$ cat src/design/tgi_pkg.sv
// Package for the tile gap remapper: limits, register codes, beat and
// configuration structs, and gap helper functions. No dependencies.
`timescale 1ns / 1ps
`default_nettype none

package tgi_pkg;

  localparam int MAX_GRID   = 7;
  localparam int MAX_CHIP   = 1024;
  localparam int PIXEL_BITS = 16;
  localparam int GAP_BITS   = 8;

  localparam int ADDR_BITS = 6;
  localparam int DATA_BITS = 64;

  localparam logic [7:0]  GAP_MASK = 8'((1 << GAP_BITS) - 1);
  localparam logic [15:0] PIX_MASK = (PIXEL_BITS >= 16) ? 16'hFFFF :
                                     16'((1 << PIXEL_BITS) - 1);

  typedef enum logic [2:0] {
    REG_GRID_ROWS = 3'd0,
    REG_GRID_COLS = 3'd1,
    REG_CHIP_ROWS = 3'd2,
    REG_CHIP_COLS = 3'd3,
    REG_GAPS_X    = 3'd4,
    REG_GAPS_Y    = 3'd5
  } reg_idx_t;

  typedef struct packed {
    logic [2:0]  grid_rows;
    logic [2:0]  grid_cols;
    logic [10:0] chip_rows;
    logic [10:0] chip_cols;
    logic [63:0] gaps_x;
    logic [63:0] gaps_y;
    logic        ok;         // grid and chip sizes inside their limits
    logic [13:0] width;      // gapped output width, 0 when not ok
    logic [13:0] height;     // gapped output height, 0 when not ok
    logic [13:0] rows_prod;  // grid_rows * chip_rows
    logic [13:0] cols_prod;  // grid_cols * chip_cols
  } cfg_t;

  typedef struct packed {
    logic [15:0] pixel_value;
    logic        frame_start;
    logic [12:0] frame_height;
    logic [12:0] frame_width;
  } item_t;

  typedef struct packed {
    logic [26:0] dest_address;
    logic [15:0] pixel_out;
    logic        write_enable;
    logic        frame_last;
    logic [13:0] out_width;
    logic [13:0] out_height;
  } result_t;

  function automatic logic [7:0] gap_of(input logic [63:0] packed_gaps,
                                        input logic [2:0]  idx);
    return packed_gaps[{idx, 3'b000} +: 8] & GAP_MASK;
  endfunction

  // Sum of the gaps before each tile and after the last one.
  function automatic logic [10:0] gap_sum(input logic [2:0]  grid,
                                          input logic [63:0] packed_gaps);
    logic [10:0] s;
    s = '0;
    for (int i = 0; i < 8; i++) begin
      if (i <= int'(grid)) begin
        s = s + {3'b000, gap_of(packed_gaps, 3'(i))};
      end
    end
    return s;
  endfunction

endpackage

`default_nettype wire

$ cat src/design/tgi_cfg.sv
// Configuration registers of the tile gap remapper on an APB-style port,
// plus a registered stage of frame sizes derived from them. Uses tgi_pkg.
`timescale 1ns / 1ps
`default_nettype none

module tgi_cfg (
  input  wire logic                           clk,
  input  wire logic                           rst,
  input  wire logic                           psel,
  input  wire logic                           penable,
  input  wire logic                           pwrite,
  input  wire logic [tgi_pkg::ADDR_BITS-1:0]  paddr,
  input  wire logic [tgi_pkg::DATA_BITS-1:0]  pwdata,
  output logic      [tgi_pkg::DATA_BITS-1:0]  prdata,
  output tgi_pkg::cfg_t                       cfg
);

  logic [2:0]  grid_rows;
  logic [2:0]  grid_cols;
  logic [10:0] chip_rows;
  logic [10:0] chip_cols;
  logic [63:0] gaps_x;
  logic [63:0] gaps_y;

  logic        ok;
  logic [13:0] width;
  logic [13:0] height;
  logic [13:0] rows_prod;
  logic [13:0] cols_prod;

  logic        ok_next;
  logic [13:0] width_next;
  logic [13:0] height_next;
  logic [13:0] rows_prod_next;
  logic [13:0] cols_prod_next;

  tgi_pkg::reg_idx_t idx;
  logic              wr;

  assign idx = tgi_pkg::reg_idx_t'(paddr[5:3]);
  assign wr  = psel && penable && pwrite;

  always_ff @(posedge clk) begin
    if (rst) begin
      grid_rows <= 3'd1;
      grid_cols <= 3'd1;
      chip_rows <= 11'd256;
      chip_cols <= 11'd256;
      gaps_x    <= '0;
      gaps_y    <= '0;
    end else if (wr) begin
      case (idx)
        tgi_pkg::REG_GRID_ROWS: grid_rows <= pwdata[2:0];
        tgi_pkg::REG_GRID_COLS: grid_cols <= pwdata[2:0];
        tgi_pkg::REG_CHIP_ROWS: chip_rows <= pwdata[10:0];
        tgi_pkg::REG_CHIP_COLS: chip_cols <= pwdata[10:0];
        tgi_pkg::REG_GAPS_X:    gaps_x    <= pwdata;
        tgi_pkg::REG_GAPS_Y:    gaps_y    <= pwdata;
        default: ;
      endcase
    end
  end

  always_comb begin
    case (idx)
      tgi_pkg::REG_GRID_ROWS: prdata = {61'b0, grid_rows};
      tgi_pkg::REG_GRID_COLS: prdata = {61'b0, grid_cols};
      tgi_pkg::REG_CHIP_ROWS: prdata = {53'b0, chip_rows};
      tgi_pkg::REG_CHIP_COLS: prdata = {53'b0, chip_cols};
      tgi_pkg::REG_GAPS_X:    prdata = gaps_x;
      tgi_pkg::REG_GAPS_Y:    prdata = gaps_y;
      default:                prdata = '0;
    endcase
  end

  // Derived sizes are registered from the configuration registers and are settled
  // before any beat that follows a write reaches the address logic.
  always_comb begin
    ok_next = (grid_rows != 3'd0) && (grid_rows <= 3'(tgi_pkg::MAX_GRID)) &&
              (grid_cols != 3'd0) && (grid_cols <= 3'(tgi_pkg::MAX_GRID)) &&
              (chip_rows != 11'd0) && (chip_rows <= 11'(tgi_pkg::MAX_CHIP)) &&
              (chip_cols != 11'd0) && (chip_cols <= 11'(tgi_pkg::MAX_CHIP));
    rows_prod_next = {11'b0, grid_rows} * {3'b0, chip_rows};
    cols_prod_next = {11'b0, grid_cols} * {3'b0, chip_cols};
    width_next  = '0;
    height_next = '0;
    if (ok_next) begin
      width_next  = cols_prod_next + {3'b0, tgi_pkg::gap_sum(grid_cols, gaps_x)};
      height_next = rows_prod_next + {3'b0, tgi_pkg::gap_sum(grid_rows, gaps_y)};
    end
  end

  always_ff @(posedge clk) begin
    ok        <= ok_next;
    width     <= width_next;
    height    <= height_next;
    rows_prod <= rows_prod_next;
    cols_prod <= cols_prod_next;
  end

  always_comb begin
    cfg.grid_rows = grid_rows;
    cfg.grid_cols = grid_cols;
    cfg.chip_rows = chip_rows;
    cfg.chip_cols = chip_cols;
    cfg.gaps_x    = gaps_x;
    cfg.gaps_y    = gaps_y;
    cfg.ok        = ok;
    cfg.width     = width;
    cfg.height    = height;
    cfg.rows_prod = rows_prod;
    cfg.cols_prod = cols_prod;
  end

endmodule

`default_nettype wire

$ cat src/design/tgi_core.sv
// Position counters and gapped address logic of the tile gap remapper.
// Uses tgi_pkg; fed by tgi_cfg and the input register of the top level.
`timescale 1ns / 1ps
`default_nettype none

module tgi_core (
  input  wire logic             clk,
  input  wire logic             rst,
  input  wire tgi_pkg::cfg_t    cfg,
  input  wire tgi_pkg::item_t   item,
  input  wire logic             advance,
  output tgi_pkg::result_t      res
);

  logic [9:0]  col_in_chip;
  logic [2:0]  tile_col;
  logic [9:0]  row_in_chip;
  logic [2:0]  tile_row;
  logic [10:0] x_gap_sum;
  logic [26:0] row_base_address;
  logic        frame_ok;
  logic [13:0] width_reg;
  logic [13:0] height_reg;

  logic [9:0]  col_in_chip_next;
  logic [2:0]  tile_col_next;
  logic [9:0]  row_in_chip_next;
  logic [2:0]  tile_row_next;
  logic [10:0] x_gap_sum_next;
  logic [26:0] row_base_address_next;
  logic        frame_ok_next;
  logic [13:0] width_reg_next;
  logic [13:0] height_reg_next;

  // Effective state: a frame start overrides the stored position, frame_ok and sizes.
  logic [9:0]  col_e;
  logic [2:0]  tcol_e;
  logic [9:0]  row_e;
  logic [2:0]  trow_e;
  logic [10:0] xsum_e;
  logic [26:0] rbase_e;
  logic        ok_e;
  logic [13:0] width_e;
  logic [13:0] height_e;

  logic [7:0]  gx0;
  logic [7:0]  gy0;
  logic [21:0] row0_prod;
  logic [21:0] ystep_prod;
  logic [13:0] col_off;
  logic [10:0] col_inc;
  logic [3:0]  tcol_inc;
  logic [10:0] row_inc;
  logic [3:0]  trow_inc;
  logic [26:0] rb_step;
  logic        last;

  always_comb begin
    gx0       = tgi_pkg::gap_of(cfg.gaps_x, 3'd0);
    gy0       = tgi_pkg::gap_of(cfg.gaps_y, 3'd0);
    row0_prod = {14'b0, gy0} * {8'b0, cfg.width};

    if (item.frame_start) begin
      col_e    = '0;
      tcol_e   = '0;
      row_e    = '0;
      trow_e   = '0;
      xsum_e   = {3'b000, gx0};
      rbase_e  = {5'b0, row0_prod};
      ok_e     = cfg.ok && ({1'b0, item.frame_height} == cfg.rows_prod) &&
                 ({1'b0, item.frame_width} == cfg.cols_prod);
      width_e  = cfg.width;
      height_e = cfg.height;
    end else begin
      col_e    = col_in_chip;
      tcol_e   = tile_col;
      row_e    = row_in_chip;
      trow_e   = tile_row;
      xsum_e   = x_gap_sum;
      rbase_e  = row_base_address;
      ok_e     = frame_ok;
      width_e  = width_reg;
      height_e = height_reg;
    end

    col_off    = {11'b0, tcol_e} * {3'b0, cfg.chip_cols};
    col_inc    = {1'b0, col_e} + 11'd1;
    tcol_inc   = {1'b0, tcol_e} + 4'd1;
    row_inc    = {1'b0, row_e} + 11'd1;
    trow_inc   = {1'b0, trow_e} + 4'd1;
    rb_step    = rbase_e + {13'b0, width_e};
    ystep_prod = {14'b0, tgi_pkg::gap_of(cfg.gaps_y, trow_inc[2:0])} * {8'b0, width_e};

    col_in_chip_next      = col_e;
    tile_col_next         = tcol_e;
    row_in_chip_next      = row_e;
    tile_row_next         = trow_e;
    x_gap_sum_next        = xsum_e;
    row_base_address_next = rbase_e;
    frame_ok_next         = ok_e;
    width_reg_next        = width_e;
    height_reg_next       = height_e;
    last                  = 1'b0;

    if (ok_e) begin
      if (col_inc < cfg.chip_cols) begin
        col_in_chip_next = col_inc[9:0];
      end else begin
        col_in_chip_next = '0;
        if (tcol_inc < {1'b0, cfg.grid_cols}) begin
          tile_col_next  = tcol_inc[2:0];
          x_gap_sum_next = xsum_e + {3'b000, tgi_pkg::gap_of(cfg.gaps_x, tcol_inc[2:0])};
        end else begin
          tile_col_next         = '0;
          x_gap_sum_next        = {3'b000, gx0};
          row_base_address_next = rb_step;
          if (row_inc < cfg.chip_rows) begin
            row_in_chip_next = row_inc[9:0];
          end else begin
            row_in_chip_next = '0;
            if (trow_inc < {1'b0, cfg.grid_rows}) begin
              tile_row_next         = trow_inc[2:0];
              row_base_address_next = rb_step + {5'b0, ystep_prod};
            end else begin
              tile_row_next = '0;
              last          = 1'b1;
              frame_ok_next = 1'b0;
            end
          end
        end
      end
    end

    res.dest_address = ok_e ? (rbase_e + {13'b0, col_off} + {17'b0, col_e} +
                               {16'b0, xsum_e}) : '0;
    res.pixel_out    = item.pixel_value & tgi_pkg::PIX_MASK;
    res.write_enable = ok_e;
    res.frame_last   = last;
    res.out_width    = width_e;
    res.out_height   = height_e;
  end

  always_ff @(posedge clk) begin
    if (rst) begin
      col_in_chip      <= '0;
      tile_col         <= '0;
      row_in_chip      <= '0;
      tile_row         <= '0;
      x_gap_sum        <= '0;
      row_base_address <= '0;
      frame_ok         <= 1'b0;
      width_reg        <= '0;
      height_reg       <= '0;
    end else if (advance) begin
      col_in_chip      <= col_in_chip_next;
      tile_col         <= tile_col_next;
      row_in_chip      <= row_in_chip_next;
      tile_row         <= tile_row_next;
      x_gap_sum        <= x_gap_sum_next;
      row_base_address <= row_base_address_next;
      frame_ok         <= frame_ok_next;
      width_reg        <= width_reg_next;
      height_reg       <= height_reg_next;
    end
  end

endmodule

`default_nettype wire

$ cat src/design/tile_gap_insertion_remap.sv
// A pixel beat taken on the slave side is held in the input register, and its result beat
// is registered into the output register once that register is empty or m_tready is high.
// Throughput: one pixel per cycle while m_tready does not stall the output, set by the single
// pass of counter and address logic between the input and output registers.
// Reset (rst, synchronous): empties both registers, clears position state and frame_ok,
// and returns the configuration registers to their defaults; there is no clearing pass.
`timescale 1ns / 1ps
`default_nettype none

module tile_gap_insertion_remap (
  input  wire logic                          clk,
  input  wire logic                          rst,
  // slave side
  input  wire logic                          s_tvalid,
  output logic                               s_tready,
  input  wire logic [47:0]                   s_tdata,  // pixel_value, frame_height, frame_width
  input  wire logic                          s_tuser,  // frame_start
  // master side
  output logic                               m_tvalid,
  input  wire logic                          m_tready,
  output logic      [71:0]                   m_tdata,  // dest_address, pixel_out, out_width,
                                                       // out_height
  output logic                               m_tlast,  // frame_last
  output logic                               m_tuser,  // write_enable
  // configuration
  input  wire logic                          psel,
  input  wire logic                          penable,
  input  wire logic                          pwrite,
  input  wire logic [tgi_pkg::ADDR_BITS-1:0] paddr,
  input  wire logic [tgi_pkg::DATA_BITS-1:0] pwdata,
  output logic      [tgi_pkg::DATA_BITS-1:0] prdata,
  output logic                               pready
);

  tgi_pkg::cfg_t    cfg;
  tgi_pkg::item_t   in_item;
  tgi_pkg::result_t core_res;
  tgi_pkg::result_t out_res;

  logic in_valid;
  logic out_valid;
  logic out_free;
  logic advance;

  assign pready   = 1'b1;
  assign out_free = !out_valid || m_tready;
  assign advance  = in_valid && out_free;
  assign s_tready = !in_valid || advance;

  tgi_cfg u_cfg (
    .clk     (clk),
    .rst     (rst),
    .psel    (psel),
    .penable (penable),
    .pwrite  (pwrite),
    .paddr   (paddr),
    .pwdata  (pwdata),
    .prdata  (prdata),
    .cfg     (cfg)
  );

  tgi_core u_core (
    .clk     (clk),
    .rst     (rst),
    .cfg     (cfg),
    .item    (in_item),
    .advance (advance),
    .res     (core_res)
  );

  always_ff @(posedge clk) begin
    if (rst) begin
      in_valid  <= 1'b0;
      out_valid <= 1'b0;
    end else begin
      if (s_tready) begin
        in_valid <= s_tvalid;
      end
      if (out_free) begin
        out_valid <= advance;
      end
    end
  end

  always_ff @(posedge clk) begin
    if (s_tvalid && s_tready) begin
      in_item.pixel_value  <= s_tdata[15:0];
      in_item.frame_start  <= s_tuser;
      in_item.frame_height <= s_tdata[28:16];
      in_item.frame_width  <= s_tdata[41:29];
    end
    if (advance) begin
      out_res <= core_res;
    end
  end

  assign m_tvalid = out_valid;
  assign m_tdata  = {1'b0, out_res.out_height, out_res.out_width, out_res.pixel_out,
                     out_res.dest_address};
  assign m_tlast  = out_res.frame_last;
  assign m_tuser  = out_res.write_enable;

endmodule

`default_nettype wire

$ cat config.mk
export PLATFORM = sky130hd
export DESIGN_NAME = tile_gap_insertion_remap
export DESIGN_NICKNAME = d
export VERILOG_FILES = /design/src/design/tgi_pkg.sv /design/src/design/tgi_cfg.sv /design/src/design/tgi_core.sv /design/src/design/tile_gap_insertion_remap.sv
export SDC_FILE = /design/constraint.sdc
export NUM_CORES = 2
export LEC_CHECK = 0
export BUFFER_PORTS_ARGS = -buffer_cell sky130_fd_sc_hd__buf_2
export CAP_MARGIN = 20
export CORE_MARGIN = 4
export CORE_UTILIZATION = 48
export DETAILED_ROUTE_END_ITERATION = 10
export PLACE_DENSITY = 0.72
export SYNTH_ARGS = -nofsm -noshare
export SYNTH_HDL_FRONTEND = slang
export SYNTH_HIERARCHICAL = 1
export SYNTH_SLANG_ARGS = --single-unit
$ cat constraint.sdc
create_clock -name clk -period 21.6 [get_ports clk]
set_input_delay 3.24 -clock clk [delete_from_list [all_inputs] [get_ports clk]]
set_output_delay 3.24 -clock clk [all_outputs]
set_load 0.02 [all_outputs]
==> results.yml <==
sta:
  finalSetupViolCount: 0
  hold_ws_ns: 0.417
  hold_violations: 0
  slew_viol_final: 0
  fin_crit_ns: 10.87
  slew_headroom_pct: 22.7
  finClkSkew_ns: 0.0416
  setup_tns_ns: 0
  worst_slew_pin_slew_ns: 1.15
  layout_setup_ws_ns: 10.73
  fin_crit_sh_pct: 50.3
  rsz0062_at_grt: "false"
  timing.fmax_ghz: 0.0920
clock_tree:
  cts_max_level: 2
  ctsLongestPathBuffers: 3
  cts_tree: "done"
  cts_sinks: 424
  hold_buffers: 0
  ctsRootBufferMaster: "clkbuf_16"
  clock_latency_ns: 0.63
  cts_setup_buffers: 0
  cts.clk_slew.worst_paths_ns: 0.06
  post_cts_resized: 0
  cts_inserted_buffers: 51
worst_hold_path:
  hold_depth: 0
  worstHoldStart: "in_item[29]"
  hold_end: "m_tdata[29]"
  worstHoldPathType: "flip-flop to flip-flop"
logic_synthesis:
  ys_async_sr_fraction_pct: 0
  ys.flop_type: "dfxtp_1"
  synth_top_area_share_pct: 15.8
  yosysUniqueCellTypes: 115
  syn_avg_cell_area_sq_um: 8.55
  syn_nets: 5253
  netlist_top_cells_area: "dfxtp_1 (16%), fa_1 (13%), ha_1 (10%), edfxtp_1 (8.9%), nand2_1 (6.7%)"
  ys_warn_count: 6
  synth.ff_latch_count: 424
  synth_area_sq_um: 39000
  synth_cells: 4562
  synth_top_cell_by_area: "dfxtp_1"
  synth-seq-area-share_pct: 24.7
  synth_edf_count: 116
cells_and_area:
  area_growth_pct: 9.97
  largest_register_ffs: 71
  final_cells: 5819
  fillers: 7413
  final_cell_mix: "nand2_1 (693), inv_1 (429), nor2_1 (373)"
  fin_area_sq_um: 42900
  multi_input_area_sq_um: 26900
  fin_util_pct: 53.3
  final_nets: 5404
  layout_commonest_cell: "nand2_1"
  area.sequential_sq_um: 9650
  drive_gt1_share_pct: 12.3
placement:
  place_ws_ns: 10.82
  place_area_sq_um: 41100
  dp_hpwl_mm: 92.9
  io_buffer_count: 255
  gp_congestion: 0.999
  dp_cells: 5717
die:
  fp.dieW_um: 293
  io-pin-count: 267
  core_sq_um: 80500
  die_h_um: 293
  dieArea_sq_um: 85900
  start_util_pct: 48.4
  rows: 104
power:
  peakVddDrop_mv: 0.0549
  p_seq_share_pct: 44.7
  p_per_area_nw_per_um2: 44.1
  cell_internal_pwr_mw: 1.42
  p_leak_nw: 19.1
  clkPwrFrac_pct: 47.2
  finalPower_mw: 1.89
  p_sw_share_pct: 25.1
  p_sw_mw: 0.476
  p_comb_share_pct: 8.0
critical_path:
  crit_top_cell: "fa_1"
  cp_max_fo: 19
  cp.arrival_ns: 11.35
  critPathTopFamily: "adder cells"
  end_kind: "flip-flop"
  rrSetupSlack_ns: 10.73
  crit_buf_inv: 4
  worstPathRequired_ns: 22.08
  critPathMaxStageDelay_ns: 0.87
  cp-start-kind: "flip-flop"
  path_class: "flip-flop to flip-flop"
  r2r-end: "u_core/row_base_address[24]"
  critPathSlowestCell: "dfxtp_1"
  r2r_start: "u_cfg/gaps_y[2]"
  r2r_cells: 33
job:
  cap_violations: 0
global_routing:
  grt_pass1_wl_mm: 187
  grt_max_degree: 92
  antenna_found_initial: 4
  first_global_vias: 32800
  grt_use_total_pct: 27.4
  grt.overflow.total: 0
route:
  wl_per_cell_um: 20.7
  drt_iter0_drc: 3035
  vias_per_cell: 5.79
  ant_nets: 0
  drc: 0
  wirelength_mm: 120
  first_pass_iters: 6
  vias: 33700
outcome:
  status: "finished clean"
==> per-layer routing <==
layer | part of all wire [%] | GRT usage, %
met1 | 41 | 35.8
met3 | 8.2 | 4.19
met4 | 5.5 | 12.6
met5 | 0.010 | 0
met2 | 45 | 44.7
==> final cells by class <==
class,count,share of cell area [%]
Sequential cell,424,22.5
Tap cell,1060,3.09
Clock inverter,26,0.615
Inverter,430,3.76
Antenna cell,4,0.0233
Clock buffer,69,3.48
Multi-Input combinational cell,3500,62.7
Timing Repair Buffer,306,3.90
==> cell usage after synthesis (56+ instances only) <==
cell type	number
a21o_1	69
a21oi_1	367
and2_1	122
clkbuf_1	149
dfxtp_1	308
edfxtp_1	116
fa_1	244
ha_1	321
inv_1	429
mux2_2	81
mux2i_1	136
nand2_1	694
nor2_1	376
nor2b_1	62
nor3_1	56
o21ai_0	137
xnor2_1	131
xor2_1	89
==> kinds of logic (layout without fill, tap and decap cells) <==
group	Yosys count	count (layout)	synth area share, %
flip-flops	424	424	24.7
buffers and inverters	638	831	6.53
other	2	6	0.0192
multiplexers	252	252	7.81
AO/OA/AOI/OAI	928	928	15.2
adder cells (fa/ha/maj)	566	566	22.8
XOR/XNOR	225	225	5.15
AND/OR/NAND/NOR	1527	1527	17.7
==> worst reg2reg max path, delay by kind of cell, from the launching register on <==
family | cells | cell delay, ns
fa+ha+maj | 11 | 4.96
compound gates | 9 | 2.46
simple gates | 6 | 1.53
flops | 1 | 0.87
xor+xnor | 2 | 0.43
mux | 1 | 0.34
buf+inv | 4 | 0.18
==> worst max-delay path by stage <==
stage                          startpoint                          end  slack [ns]  depth (start not counted)
after floorplan           u_cfg/gaps_y[2]  u_core/row_base_address[26]       12.22                         35
after global placement    u_cfg/gaps_y[2]  u_core/row_base_address[26]       11.02                         35
after detailed placement  u_cfg/gaps_y[2]  u_core/row_base_address[26]       10.82                         35
after CTS                 u_cfg/gaps_y[2]  u_core/row_base_address[26]       10.81                         35
after global routing      u_cfg/gaps_y[3]  u_core/row_base_address[26]       10.24                         35
final                     u_cfg/gaps_y[2]  u_core/row_base_address[24]       10.73                         33
==> power groups by stage <==
stage	logic, mW	clock network, mW	registers [mW]
after floorplan	0.0948	0	0.865
after global placement	0.148	0	0.864
after detailed placement	0.150	0	0.864
after CTS	0.151	0.910	0.847
after global routing	0.165	0.944	0.849
final	0.152	0.894	0.847
Note: power is estimated with default switching activity, not from simulation.
